<file path="src/hw/rtl/dslr_pkg.sv">
// Shared types and constants for the double slot line receiver.
package dslr_pkg;

    localparam logic       OP_BYTE = 1'b0;
    localparam logic       OP_READ = 1'b1;
    localparam logic [7:0] CH_NUL  = 8'h00;
    localparam logic [7:0] CH_LF   = 8'h0a;
    localparam logic [7:0] CH_CR   = 8'h0d;

    typedef struct packed {
        logic start;
        logic ready;
        logic nonempty;
    } t_rd_req;

    typedef struct packed {
        logic busy;
        logic release_slot;
    } t_rd_rsp;

    typedef enum logic [2:0] {
        S_IDLE   = 3'b001,
        S_EMPTY  = 3'b010,
        S_STREAM = 3'b100
    } t_rd_state;

endpackage

</file>
<file path="src/hw/rtl/double_slot_line_receiver_unit.sv">
// Top level of the double slot line receiver: byte assembly, slot bookkeeping and line reads.
// A received byte transaction can be taken every cycle while o_stall is low.
// A read transaction holds o_stall high while the line streams out: the reader first issues
// the read of the line's first character from the line RAM, then passes one character per
// cycle through its single read port whenever the output is not stalled; a read that finds
// no ready line returns one result with o_found low. Lines live in one RAM of
// SLOT_COUNT*LINE_BYTES bytes that needs no clearing after reset; only written positions
// are ever read back.
module double_slot_line_receiver_unit
    import dslr_pkg::*;
#(
    parameter int LINE_BYTES = 64,
    parameter int SLOT_COUNT = 2
) (
    input  logic       i_clk,
    input  logic       i_rst_n,
    input  logic       i_valid,
    output logic       o_stall,
    input  logic       i_op,
    input  logic [7:0] i_rx_byte,
    output logic       o_valid,
    input  logic       i_stall,
    output logic       o_found,
    output logic [7:0] o_line_byte,
    output logic       o_last
);

    localparam int SW    = $clog2(SLOT_COUNT);
    localparam int BW    = $clog2(LINE_BYTES);
    localparam int DEPTH = SLOT_COUNT * LINE_BYTES;
    localparam int AW    = $clog2(DEPTH);
    localparam logic [SW-1:0] SLOT_LAST   = SW'(SLOT_COUNT - 1);
    localparam logic [BW-1:0] LEN_MAX     = BW'(LINE_BYTES - 1);
    localparam logic [AW-1:0] LINE_STRIDE = AW'(LINE_BYTES);

    logic [SLOT_COUNT-1:0] r_ready, n_ready;
    logic [BW-1:0]         r_len_tab [SLOT_COUNT];
    logic [BW-1:0]         n_len_tab [SLOT_COUNT];
    logic [SW-1:0]         r_wslot, n_wslot;
    logic [SW-1:0]         r_rslot, n_rslot;
    logic [BW-1:0]         r_wlen, n_wlen;
    logic                  r_wovf, n_wovf;

    logic          acc_byte;
    logic          acc_read;
    logic          mem_wr_en;
    logic [AW-1:0] mem_wr_addr;
    logic          mem_rd_en;
    logic [AW-1:0] mem_rd_addr;
    logic [7:0]    mem_rd_data;
    t_rd_req       rd_req;
    t_rd_rsp       rd_rsp;

    function automatic logic [SW-1:0] next_slot(input logic [SW-1:0] s);
        next_slot = (s == SLOT_LAST) ? '0 : s + 1'b1;
    endfunction

    assign o_stall  = rd_rsp.busy;
    assign acc_byte = i_valid && !o_stall && (i_op == OP_BYTE) && (i_rx_byte != CH_NUL);
    assign acc_read = i_valid && !o_stall && (i_op == OP_READ);

    always_comb begin
        logic [SW-1:0] w;
        logic [SW-1:0] nx;
        logic [BW-1:0] len;
        logic          ovf;
        logic          drop;
        w           = r_wslot;
        nx          = '0;
        len         = r_wlen;
        ovf         = r_wovf;
        drop        = 1'b0;
        n_ready     = r_ready;
        n_len_tab   = r_len_tab;
        n_rslot     = r_rslot;
        mem_wr_en   = 1'b0;
        mem_wr_addr = '0;
        if (acc_byte) begin
            if (r_ready[w]) begin
                nx = next_slot(w);
                if (r_ready[nx]) begin
                    drop = 1'b1;
                end else begin
                    w   = nx;
                    len = '0;
                    ovf = 1'b0;
                end
            end
            if (!drop) begin
                if (i_rx_byte == CH_CR || i_rx_byte == CH_LF) begin
                    if (len != '0) begin
                        n_ready[w]   = 1'b1;
                        n_len_tab[w] = len;
                        nx = next_slot(w);
                        if (!r_ready[nx]) begin
                            w   = nx;
                            len = '0;
                            ovf = 1'b0;
                        end
                    end
                end else if (!ovf) begin
                    if (len < LEN_MAX) begin
                        mem_wr_en   = 1'b1;
                        mem_wr_addr = AW'(w) * LINE_STRIDE + AW'(len);
                        len         = len + 1'b1;
                    end else begin
                        ovf = 1'b1;
                    end
                end
            end
        end
        if (rd_rsp.release_slot) begin
            n_ready[r_rslot] = 1'b0;
            n_rslot          = next_slot(r_rslot);
            if (r_rslot == r_wslot) begin
                len = '0;
                ovf = 1'b0;
            end
        end
        n_wslot = w;
        n_wlen  = len;
        n_wovf  = ovf;
    end

    always_ff @(posedge i_clk) begin
        if (!i_rst_n) begin
            r_ready <= '0;
            r_wslot <= '0;
            r_rslot <= '0;
            r_wlen  <= '0;
            r_wovf  <= 1'b0;
            for (int s = 0; s < SLOT_COUNT; s++) begin
                r_len_tab[s] <= '0;
            end
        end else begin
            r_ready   <= n_ready;
            r_wslot   <= n_wslot;
            r_rslot   <= n_rslot;
            r_wlen    <= n_wlen;
            r_wovf    <= n_wovf;
            r_len_tab <= n_len_tab;
        end
    end

    assign rd_req.start    = acc_read;
    assign rd_req.ready    = r_ready[r_rslot];
    assign rd_req.nonempty = (r_len_tab[r_rslot] != '0);

    dslr_ram #(
        .WIDTH (8),
        .DEPTH (DEPTH)
    ) u_line_ram (
        .i_clk     (i_clk),
        .i_wr_en   (mem_wr_en),
        .i_wr_addr (mem_wr_addr),
        .i_wr_data (i_rx_byte),
        .i_rd_en   (mem_rd_en),
        .i_rd_addr (mem_rd_addr),
        .o_rd_data (mem_rd_data)
    );

    dslr_reader #(
        .LINE_BYTES (LINE_BYTES),
        .SLOT_COUNT (SLOT_COUNT)
    ) u_reader (
        .i_clk       (i_clk),
        .i_rst_n     (i_rst_n),
        .i_req       (rd_req),
        .i_slot      (r_rslot),
        .i_len       (r_len_tab[r_rslot]),
        .o_rsp       (rd_rsp),
        .o_rd_en     (mem_rd_en),
        .o_rd_addr   (mem_rd_addr),
        .i_rd_data   (mem_rd_data),
        .o_valid     (o_valid),
        .i_stall     (i_stall),
        .o_found     (o_found),
        .o_line_byte (o_line_byte),
        .o_last      (o_last)
    );

    a_release_ready: assert property (@(posedge i_clk) disable iff (!i_rst_n)
        rd_rsp.release_slot |-> r_ready[r_rslot])
        else $error("Slot released while not ready.");

    a_read_busy: assert property (@(posedge i_clk) disable iff (!i_rst_n)
        acc_read |=> rd_rsp.busy)
        else $error("Read transaction accepted without the reader going busy.");

    a_ovf_full: assert property (@(posedge i_clk) disable iff (!i_rst_n)
        r_wovf |-> (r_wlen == LEN_MAX))
        else $error("Overflow flag set on a line that is not full.");

    a_no_write_on_read: assert property (@(posedge i_clk) disable iff (!i_rst_n)
        rd_rsp.busy |-> !mem_wr_en)
        else $error("Line RAM written while a line is being read.");

endmodule

</file>
<file path="src/hw/rtl/dslr_ram.sv">
// Generic single write port, single read port RAM with registered read data.
module dslr_ram #(
    parameter int WIDTH = 8,
    parameter int DEPTH = 128
) (
    input  logic                     i_clk,
    input  logic                     i_wr_en,
    input  logic [$clog2(DEPTH)-1:0] i_wr_addr,
    input  logic [WIDTH-1:0]         i_wr_data,
    input  logic                     i_rd_en,
    input  logic [$clog2(DEPTH)-1:0] i_rd_addr,
    output logic [WIDTH-1:0]         o_rd_data
);

    logic [WIDTH-1:0] r_mem [DEPTH];
    logic [WIDTH-1:0] r_rd_data;

    always_ff @(posedge i_clk) begin
        if (i_wr_en) begin
            r_mem[i_wr_addr] <= i_wr_data;
        end
        if (i_rd_en) begin
            r_rd_data <= r_mem[i_rd_addr];
        end
    end

    assign o_rd_data = r_rd_data;

endmodule

</file>
<file path="src/hw/rtl/dslr_reader.sv">
// Line read sequencer: streams one stored line from the RAM into the output register, or reports that none is ready.
module dslr_reader
    import dslr_pkg::*;
#(
    parameter int LINE_BYTES = 64,
    parameter int SLOT_COUNT = 2
) (
    input  logic                                      i_clk,
    input  logic                                      i_rst_n,
    input  t_rd_req                                   i_req,
    input  logic [$clog2(SLOT_COUNT)-1:0]             i_slot,
    input  logic [$clog2(LINE_BYTES)-1:0]             i_len,
    output t_rd_rsp                                   o_rsp,
    output logic                                      o_rd_en,
    output logic [$clog2(SLOT_COUNT*LINE_BYTES)-1:0]  o_rd_addr,
    input  logic [7:0]                                i_rd_data,
    output logic                                      o_valid,
    input  logic                                      i_stall,
    output logic                                      o_found,
    output logic [7:0]                                o_line_byte,
    output logic                                      o_last
);

    localparam int SW = $clog2(SLOT_COUNT);
    localparam int BW = $clog2(LINE_BYTES);
    localparam int AW = $clog2(SLOT_COUNT * LINE_BYTES);
    localparam logic [AW-1:0] LINE_STRIDE = AW'(LINE_BYTES);

    t_rd_state       r_state, n_state;
    logic [SW-1:0]   r_slot, n_slot;
    logic [BW-1:0]   r_len, n_len;
    logic [BW-1:0]   r_idx, n_idx;
    logic            r_hit, n_hit;
    logic            r_out_valid, n_out_valid;
    logic            r_out_found, n_out_found;
    logic [7:0]      r_out_byte, n_out_byte;
    logic            r_out_last, n_out_last;
    logic            out_free;
    logic            at_last;

    function automatic logic [AW-1:0] line_addr(input logic [SW-1:0] slot,
                                                input logic [BW-1:0] idx);
        line_addr = AW'(slot) * LINE_STRIDE + AW'(idx);
    endfunction

    assign out_free = !r_out_valid || !i_stall;
    assign at_last  = (r_idx == r_len - 1'b1);

    always_comb begin
        n_state     = r_state;
        n_slot      = r_slot;
        n_len       = r_len;
        n_idx       = r_idx;
        n_hit       = r_hit;
        n_out_valid = r_out_valid && i_stall;
        n_out_found = r_out_found;
        n_out_byte  = r_out_byte;
        n_out_last  = r_out_last;
        o_rd_en     = 1'b0;
        o_rd_addr   = line_addr(i_slot, '0);
        o_rsp.busy  = (r_state != S_IDLE);
        o_rsp.release_slot = 1'b0;
        case (r_state)
            S_IDLE: begin
                if (i_req.start) begin
                    n_slot = i_slot;
                    n_len  = i_len;
                    n_idx  = '0;
                    n_hit  = i_req.ready;
                    if (i_req.ready && i_req.nonempty) begin
                        o_rd_en = 1'b1;
                        n_state = S_STREAM;
                    end else begin
                        n_state = S_EMPTY;
                    end
                end
            end
            S_EMPTY: begin
                if (out_free) begin
                    n_out_valid        = 1'b1;
                    n_out_found        = r_hit;
                    n_out_byte         = '0;
                    n_out_last         = 1'b1;
                    o_rsp.release_slot = r_hit;
                    n_state            = S_IDLE;
                end
            end
            S_STREAM: begin
                if (out_free) begin
                    n_out_valid = 1'b1;
                    n_out_found = 1'b1;
                    n_out_byte  = i_rd_data;
                    n_out_last  = at_last;
                    if (at_last) begin
                        o_rsp.release_slot = 1'b1;
                        n_state            = S_IDLE;
                    end else begin
                        n_idx     = r_idx + 1'b1;
                        o_rd_en   = 1'b1;
                        o_rd_addr = line_addr(r_slot, r_idx + 1'b1);
                    end
                end
            end
            default: begin
                n_state = S_IDLE;
            end
        endcase
    end

    always_ff @(posedge i_clk) begin
        if (!i_rst_n) begin
            r_state     <= S_IDLE;
            r_out_valid <= 1'b0;
        end else begin
            r_state     <= n_state;
            r_out_valid <= n_out_valid;
        end
        r_slot      <= n_slot;
        r_len       <= n_len;
        r_idx       <= n_idx;
        r_hit       <= n_hit;
        r_out_found <= n_out_found;
        r_out_byte  <= n_out_byte;
        r_out_last  <= n_out_last;
    end

    assign o_valid     = r_out_valid;
    assign o_found     = r_out_found;
    assign o_line_byte = r_out_byte;
    assign o_last      = r_out_last;

endmodule

</file>
<file path="config.mk">
export PLATFORM = sky130hd
export DESIGN_NAME = double_slot_line_receiver_unit
export DESIGN_NICKNAME = d
export VERILOG_FILES = /design/src/hw/rtl/dslr_pkg.sv /design/src/hw/rtl/double_slot_line_receiver_unit.sv /design/src/hw/rtl/dslr_ram.sv /design/src/hw/rtl/dslr_reader.sv
export SDC_FILE = /design/constraint.sdc
export NUM_CORES = 1
export LEC_CHECK = 0
export BUFFER_PORTS_ARGS = -buffer_cell sky130_fd_sc_hd__buf_2
export CAP_MARGIN = 20
export CORE_MARGIN = 4
export CORE_UTILIZATION = 45
export DETAILED_ROUTE_END_ITERATION = 8
export SLEW_MARGIN = 30
export SYNTH_ARGS = -nofsm -noshare
export SYNTH_HDL_FRONTEND = slang
export SYNTH_SLANG_ARGS = --single-unit
</file>
<file path="constraint.sdc">
create_clock -name i_clk -period 4.26 [get_ports i_clk]
set_clock_uncertainty 0.15 [all_clocks]
set_input_delay 0.426 -clock i_clk [delete_from_list [all_inputs] [get_ports i_clk]]
set_output_delay 0.426 -clock i_clk [all_outputs]
set_load 0.02 [all_outputs]
</file>
; ---- Yosys cells after proc, flatten, opt, wreduce, memory -nomap -nowiden
; Memory sizes are Yosys's and may differ from the RTL's. A register that Yosys moved wholly into a read port is not among the register bits.
; Index checks and enable logic that the tools add are counted.
[word_totals]
reg_bits = 51
mem_bits_rw = 1024
word_cells = 185
n_memories = 1
[memory_table]
columns = memory, depth, width, read_ports, rd_ports_with_merged_regs, wr, line
row1 = u_line_ram.r_mem, 128, 8, 1, 1, 1, dslr_ram.sv:15  ; logic [WIDTH-1:0] r_mem [DEPTH];
[classes]
addsub = 8
magnitude_cmp = 11
n_eq_ne = 13
mux = 104
n_bitwise = 7
n_reduce_logical = 25
[ops]
columns = cell, count
row1 = $mux 6, 19
row2 = $mux 7, 8
row3 = $mux 1, 54
row4 = $eq 8x4->1 const B, 2
row5 = $mux 8, 2
row6 = $pmux 8 s2, 1
row7 = $mux 3, 5
row8 = $add 7x6->7, 2
row9 = $add 6x1->6 const B, 2
row10 = $bwmux 12, 1
row11 = $pmux 6 s2, 1
row12 = $reduce_and 4->1, 3
row13 = $reduce_bool 6->1, 2
row14 = $lt 1x2->1 const B, 5
row15 = $mux 2, 5
row16 = $logic_and 1x1->1, 9
row17 = $pmux 3 s3, 1
row18 = $pmux 1 s2, 4
row19 = $reduce_bool 8->1, 1
row20 = $demux 6 s1, 1
row21 = $eq 6x6->1, 1
row22 = $lt 6x6->1 const B, 1
row23 = $ne 2x1->1 const B, 3
row24 = $sub 6x1->6 const B, 1
row25 = other kinds (22), 34

; ---- Depth between registers and ports, before layout
[logic_depth]
word_depth = 18
ltp_mapped = 17
mapped_depth_nobuf = 14

; ---- By module
; Synthesis repeated with hierarchy kept, for this count alone.
[unflattened]
hier_cells = 1954
hier_area_um2 = 42816.1
[modules_own_cells]
columns = mod, n_inst, cells_each, area_each_um2
row1 = dslr_ram, 1, 1635, 39745.6
row2 = double_slot_line_receiver_unit, 1, 207, 1734.2
row3 = dslr_reader, 1, 112, 1336.3

; ---- Worst setup path before layout
; No wires, ideal clock.
[synth_path]
kind = register to register
start = reg r_ready[0]
end = mem u_line_ram.r_mem[66][0] (enable)
setup_time_ns = 0.370
t_arrival_ns = 3.256
slack_ns = 0.484
stages_incl_launch_ff = 18
n_path_buf = 3
path_cell_list = dfxtp_1 -> clkbuf_1 -> nor2b_1 -> and2_1 -> nor2_1 -> nand2_1 -> inv_1 -> ha_1 -> nand3_1 -> nor2_1 -> inv_1 -> ha_1 -> nand2_1 -> nand2_1 -> or3_1 -> clkbuf_1 -> clkbuf_1 -> nor2_1
[synth_between]
elab_chain_cells = 13
word_cells_on_any_way = 30
[synth_lines]
columns = item, line
row1 = "start, declared", double_slot_line_receiver_unit.sv:36  ; logic [SLOT_COUNT-1:0] r_ready, n_ready;
row2 = "start signal, assigned", double_slot_line_receiver_unit.sv:136  ; r_ready <= n_ready;
row3 = $mux 1 (implied by the code) (2 in series), double_slot_line_receiver_unit.sv:81  ; if (r_ready[nx]) begin
row4 = $mux 6, double_slot_line_receiver_unit.sv:81
row5 = $mux 6, double_slot_line_receiver_unit.sv:79  ; if (r_ready[w]) begin
row6 = $mux 6, double_slot_line_receiver_unit.sv:78  ; if (acc_byte) begin
row7 = $lt 6x6->1, double_slot_line_receiver_unit.sv:102  ; if (len < LEN_MAX) begin
row8 = $mux 1, double_slot_line_receiver_unit.sv:102
row9 = $mux 1, double_slot_line_receiver_unit.sv:101  ; end else if (!ovf) begin
row10 = $mux 1, double_slot_line_receiver_unit.sv:90  ; if (i_rx_byte == CH_CR || i_rx_byte == CH_LF) begin
row11 = $mux 1, double_slot_line_receiver_unit.sv:89  ; if (!drop) begin
row12 = $mux 1, double_slot_line_receiver_unit.sv:78
row13 = $mux 1, dslr_ram.sv:19  ; if (i_wr_en) begin
row14 = $mux 1 (implied by the code), dslr_ram.sv:20  ; r_mem[i_wr_addr] <= i_wr_data;
row15 = "end, declared", dslr_ram.sv:15
; Parallel ways exist; a longest one is shown, timed or not. The select of a mux whose other input is x is not followed.

; ---- Final worst setup path
[layout_path]
start = reg u_reader.r_len[0]
end = reg u_line_ram.r_rd_data[1], in the netlist u_line_ram.o_rd_data[1] (read register of u_line_ram.r_mem), data pin
[layout_between]
elab_chain_cells = 5
word_cells_on_any_way = 8
[layout_lines]
columns = item, line
row1 = "start, declared", dslr_reader.sv:31  ; logic [BW-1:0] r_len, n_len;
row2 = "start signal, assigned", dslr_reader.sv:119  ; r_len <= n_len;
row3 = $sub 6x1->6 (*), dslr_reader.sv:47  ; assign at_last = (r_idx == r_len - 1'b1);
row4 = $eq 6x6->1 (*), dslr_reader.sv:47
row5 = $mux 1 / $mux 7 (equally long branches), dslr_reader.sv:94  ; if (at_last) begin
row6 = $mux 1 / $mux 7 (equally long branches), dslr_reader.sv:89  ; if (out_free) begin
row7 = $pmux 1 s2 / $mux 7 (equally long branches), dslr_reader.sv:63  ; case (r_state)
row8 = "end, declared", dslr_ram.sv:16  ; logic [WIDTH-1:0] r_rd_data;
; Mark *: on every way between the ends. The rest lies on a longest branch, timed or not.
; A chain may end at the register's enable or synchronous reset.

==> results <==
- Before CTS, the worst setup slack after placement is -0.1555 ns.
- The later pin in the worst-skew pair is clocked with a latency of 0.71 ns.
- The standard cell area after detailed placement is 48020 um^2.
- After clock tree synthesis, the setup repair step added 0 buffers.
- Of the cells placed in the final design, the portion with a size suffix greater than 1 is 0.1733.
- The unique cell type count in the Yosys netlist is 94.
- The TritonCTS sink count is 1083.
- The worst setup path is of the register to register kind.
- The maximum fanout along the worst path is 34.
- The wire length per cell is about 31 um.
- The maximum clock frequency is approximately 0.24 GHz.
- The share of total power dissipated in combinational logic is 0.020.
- The final hold violation count is 0.
- Max-cap violations in this run came to 0.
- The reg-to-reg endpoint is u_line_ram.o_rd_data[1]$_DFFE_PP_.
- In this run the worst setup path terminates at u_line_ram.o_rd_data[1]$_DFFE_PP_.
- The final-report max-slew violation count is 0.
- For this run, global-route usage on met2 was measured as 0.4592.
- The analysis attributes to cell leakage a power of 17.48 nW.
- The area of the placeable core is a little under 100000 um^2.
- Measured against its own limit, the worst slew margin works out to 0.3439.
- The number of standard-cell rows in the floorplan is ~110.
- The wire-length estimate of the detail-placed layout is 100.1 mm.
- The synthesized cell area is 43950 um^2.
- The initial antenna violation count was 6.
- Of the synthesized area, sequential elements account for 0.7339.
- The layout has 7951 filler cells.
- CTS built an H-tree with a depth of 3.
- At the pin with the least slew margin, the transition time is between 0.9 and 1 ns.
- The required arrival time at the worst endpoint is 4.57 ns.
- For this block, the routed nets add up to approximately 150 mm of wire.
- The worst-case IR drop observed on VDD is around 0.34 mV.
- The worst setup path is launched from a register.
- The number of cells on the worst reg-to-reg path is 13.
- From synthesis to final layout, the design area changed by 17.35%.
- The root buffer cell chosen for the clock tree is sky130_fd_sc_hd__clkbuf_16.
- The met3 layer usage reported by global route is 0.06632.
- The iteration count of the initial detailed-routing pass is 6.
- The most utilized layer in the global route result is met2.
- The kind of end point of the critical path is a register.
- The path class of the tightest hold or removal check is primary input to register.
- The internal power is 17.06 mW.
- The final layout contains around 3500 nets.
- The count of buffers added on input and output ports is 24.
- The post-detailed-route via-to-cell ratio is between 6 and 7.
- With fillers left out, the area of the finished cells amounts to approximately 52000 um^2.
- The origin of the critical flop-to-flop path is u_reader.r_len[0]$_DFFE_PP_.
- Setup repair after global routing left no endpoint under its margin.
- After synthesis, the mean cell area works out to around 14 um^2.
- Dividing the final minimum period by the clock period gives 0.9930.
- The die is about 320 um wide.
- Routability-driven placement finished with a final weighted congestion of ~1.
- The number of clock buffers added by TritonCTS is between 100 and 150.
- After clock tree synthesis, the clock-pin slew on the worst setup and hold paths is around 0.060 ns.
- The final critical-path required period is roughly 4.2 ns.
- Data on the critical path arrives at its endpoint at roughly 4.5 ns.
- The number of warning messages in the yosys log is 0.
- The number of top-level pins is 25.
- The flow ran to the end, and the final reports show no timing, DRC or antenna violations.
- The CTS tree is built.
- After technology mapping, the gate count stands at roughly 3200.
- The launch point of the worst path is u_reader.r_len[0]$_DFFE_PP_.
- In the synthesized netlist the dominant register cell turns out to be sky130_fd_sc_hd__edfxtp_1.
- For flop-to-flop paths, the worst setup slack is roughly 0.030 ns.
- The worst setup margin is 0.02978 ns.
- The routed layout has roughly 31000 vias.
- The synthesized design contains ~1100 register bits.
- Of the total power, the share spent switching nets is 0.2063.
- The via count of the first global-routing pass is 29736.
- The final setup violation count is 0.
- For this run, global-route usage on met1 was measured as 0.3863.
- The overall die area is between 100000 and 150000 um^2.
- The clock network fraction of design power is 0.435.
- Once detail routing completed, the nets flagged for antenna violations numbered 0.
- The DRC violation count after routing is 0.
- The number of synthesized flops with an enable pin is roughly 1100.
- The first-pass GRT wire length is about 210 mm.
- The portion of total power attributed to sequential cells is 0.545.
- In this run the deepest clock path goes through 3 buffers.
- For this configuration, the core starts out at a cell density of 0.4538.
- Summed over all nets, the switching power comes to 4.434 mW.
- Counting flops with an async set or reset pin after synthesis yields a share of 0.
- For this block, the initial DRC count from the detailed router was ~4400.
- The die is 320.5 um tall.
- The ratio of total power to cell area is 416.8 nW/um^2.
- Entering global routing, the biggest net connects 86 pins.
- Across every metal layer, demand over resource in global routing totals 0.2894.
- When the netlist entered floorplanning its net count stood at between 3000 and 4000.
- For this run the aggregate overflow at the end of global routing stands at 0.
[critical path: stages (launching register included)]
cell and delay, ns:
sky130_fd_sc_hd__edfxtp_1 0.41, sky130_fd_sc_hd__or3_1 0.43, sky130_fd_sc_hd__or4_4 0.51, sky130_fd_sc_hd__a32oi_2 0.24, sky130_fd_sc_hd__buf_12 0.24, sky130_fd_sc_hd__a21boi_4 0.09, sky130_fd_sc_hd__buf_4 0.22, sky130_fd_sc_hd__buf_12 0.19
sky130_fd_sc_hd__o22ai_1 0.35, sky130_fd_sc_hd__o221ai_2 0.23, sky130_fd_sc_hd__a21oi_1 0.27, sky130_fd_sc_hd__o2111ai_1 0.22, sky130_fd_sc_hd__buf_4 0.22, sky130_fd_sc_hd__and3_1 0.14
[kinds of logic (layout without fill, tap and decap cells)]
group / count (synthesis) / count (layout) / share of synthesized area
flip-flops: 1083 / 1083 / 0.7339
AND/OR/NAND/NOR: 925 / 925 / 0.09057
AO/OA/AOI/OAI: 806 / 806 / 0.1250
buffers and inverters: 223 / 609 / 0.02303
multiplexers: 99 / 99 / 0.02295
XOR/XNOR: 15 / 15 / 0.002989
adder cells (fa/ha/maj): 6 / 6 / 0.001651
other: 0 / 3 / 0
[power groups by stage]
| stage | sequential, mW | clock, mW | combinational [mW] |
|---|---|---|---|
| after floorplan | 11.9 | 0 | 0.111 |
| after global placement | 11.9 | 0 | 0.418 |
| after detailed placement | 11.9 | 0 | 0.429 |
| after CTS | 11.7 | 9.45 | 0.431 |
| after global routing | 11.7 | 9.90 | 0.452 |
| final | 11.7 | 9.35 | 0.436 |
[cell usage in the layout, fill, tap and decap left out, types with 13 or more instances in the layout]
| cell | Yosys | layout |
|---|---|---|
| sky130_fd_sc_hd__o221ai_1 | 66 | 65 |
| sky130_fd_sc_hd__nor3_1 | 44 | 43 |
| sky130_fd_sc_hd__edfxtp_1 | 1056 | 1056 |
| sky130_fd_sc_hd__buf_12 | 0 | 36 |
| sky130_fd_sc_hd__clkinv_2 | 0 | 19 |
| sky130_fd_sc_hd__mux2i_1 | 87 | 87 |
| sky130_fd_sc_hd__nand3_1 | 50 | 49 |
| sky130_fd_sc_hd__o21ai_0 | 155 | 154 |
| sky130_fd_sc_hd__a22oi_1 | 14 | 14 |
| sky130_fd_sc_hd__nand2_1 | 394 | 391 |
| sky130_fd_sc_hd__a211oi_1 | 29 | 29 |
| sky130_fd_sc_hd__o211ai_1 | 33 | 33 |
| sky130_fd_sc_hd__o22ai_1 | 106 | 106 |
| sky130_fd_sc_hd__clkinv_1 | 1 | 26 |
| sky130_fd_sc_hd__a221oi_1 | 19 | 19 |
| sky130_fd_sc_hd__inv_1 | 15 | 13 |
| sky130_fd_sc_hd__dfxtp_1 | 27 | 27 |
| sky130_fd_sc_hd__clkbuf_1 | 102 | 24 |
| sky130_fd_sc_hd__a31oi_1 | 69 | 69 |
| sky130_fd_sc_hd__buf_4 | 18 | 334 |
| sky130_fd_sc_hd__and2_1 | 19 | 18 |
| sky130_fd_sc_hd__nor2_1 | 311 | 309 |
| sky130_fd_sc_hd__clkbuf_16 | 0 | 111 |
| sky130_fd_sc_hd__o2bb2ai_1 | 16 | 16 |
| sky130_fd_sc_hd__buf_2 | 56 | 16 |
| sky130_fd_sc_hd__a21oi_1 | 136 | 133 |
| sky130_fd_sc_hd__or3_1 | 21 | 21 |
| sky130_fd_sc_hd__and3_1 | 15 | 15 |
[metal layers]
| layer | vias up | routed length [um] |
|---|---|---|
| met5 | - | 27 |
| met4 | 4 | 7311 |
| met3 | 370 | 15940 |
| met2 | 1987 | 70380 |
| met1 | 15451 | 57950 |
| li1 | 12865 | - |
[what timing repair did]
item / 4_1_cts / 5_1_grt
setup endpoints to repair: 2 / 18
gates resized for setup: 2 / 5
endpoints found under the hold margin: 42 / 0
hold buffers: 4 / 0
[synthesized netlist by cell type, types with 12 or more instances]
cell type / count / area (um^2)
sky130_fd_sc_hd__a211oi_1: 29 / 217.7
sky130_fd_sc_hd__a21oi_1: 136 / 680.7
sky130_fd_sc_hd__a221oi_1: 19 / 166.4
sky130_fd_sc_hd__a22oi_1: 14 / 105.1
sky130_fd_sc_hd__a31oi_1: 69 / 431.7
sky130_fd_sc_hd__and2_1: 19 / 118.9
sky130_fd_sc_hd__and3_1: 15 / 93.84
sky130_fd_sc_hd__buf_1: 26 / 97.59
sky130_fd_sc_hd__buf_2: 56 / 280.3
sky130_fd_sc_hd__buf_4: 18 / 135.1
sky130_fd_sc_hd__clkbuf_1: 102 / 382.9
sky130_fd_sc_hd__dfxtp_1: 27 / 540.5
sky130_fd_sc_hd__edfxtp_1: 1056 / 31710
sky130_fd_sc_hd__inv_1: 15 / 56.30
sky130_fd_sc_hd__mux2i_1: 87 / 870.8
sky130_fd_sc_hd__nand2_1: 394 / 1479
sky130_fd_sc_hd__nand3_1: 50 / 250.2
sky130_fd_sc_hd__nor2_1: 311 / 1167
sky130_fd_sc_hd__nor3_1: 44 / 220.2
sky130_fd_sc_hd__nor4_1: 12 / 75.07
sky130_fd_sc_hd__o211ai_1: 33 / 247.7
sky130_fd_sc_hd__o21ai_0: 155 / 775.7
sky130_fd_sc_hd__o221ai_1: 66 / 578.1
sky130_fd_sc_hd__o22ai_1: 106 / 663.1
sky130_fd_sc_hd__o2bb2ai_1: 16 / 140.1
sky130_fd_sc_hd__or3_1: 21 / 131.4
[state kept, by name, summed over array words and instances (netlist names), 2 cells and up]
name / count
u_line_ram.o_rd_data: 8
u_reader.o_line_byte: 8
u_reader.r_len: 6
r_len_tab: 12
u_line_ram.r_mem: 1024
u_reader.r_state: 3
r_wlen: 6
r_ready: 2
u_reader.r_idx: 6
[area by class of cell]
| class | count | area [um^2] | area share |
|---|---|---|---|
| Sequential cell | 1083 | 32250 | 0.6253 |
| Multi-Input combinational cell | 1851 | 10820 | 0.2098 |
| Timing Repair Buffer | 391 | 3359 | 0.06514 |
| Clock buffer | 135 | 2868 | 0.05561 |
| Tap cell | 1276 | 1597 | 0.03096 |
| Clock inverter | 67 | 604.3 | 0.01172 |
| Inverter | 16 | 65.06 | 0.001262 |
| Antenna cell | 3 | 7.507 | 0.0001456 |
[worst min path at each step]
stage                                    startpoint  slack [ns]  cells after the start                        end
after floorplan                r_rslot$_SDFFE_PN0P_        0.26                      0  u_reader.r_slot$_DFFE_PP_
after global placement    r_len_tab[1]$_SDFFE_PN0P_        0.30                      2  r_len_tab[1]$_SDFFE_PN0P_
after detailed placement  r_len_tab[1]$_SDFFE_PN0P_        0.31                      2  r_len_tab[1]$_SDFFE_PN0P_
after CTS                                      i_op        0.05                      5       r_wlen[3]$_SDFF_PN0_
after global routing                           i_op        0.13                      5       r_wlen[3]$_SDFF_PN0_
final                                          i_op        0.09                      5       r_wlen[3]$_SDFF_PN0_
[stage by stage]
| step | setup TNS (ns) | power [mW] | instances | util | hold slack [ns] |
|---|---|---|---|---|---|
| after global routing | 0 | 22.06 | 4819 | 0.5324 | 0.1283 |
| after detailed placement | -0.1883 | 12.37 | 4613 | 0.4958 | 0.3115 |
| final | 0 | 21.49 | 4822 | 0.5325 | 0.09006 |
| after global placement | -0.1141 | 12.36 | 4613 | 0.4958 | 0.2962 |
| after CTS | 0 | 21.60 | 4819 | 0.5322 | 0.04573 |
| after floorplan | 0 | 12.04 | 3157 | - | 0.2564 |
Note: power is estimated with default switching activity, not from simulation.
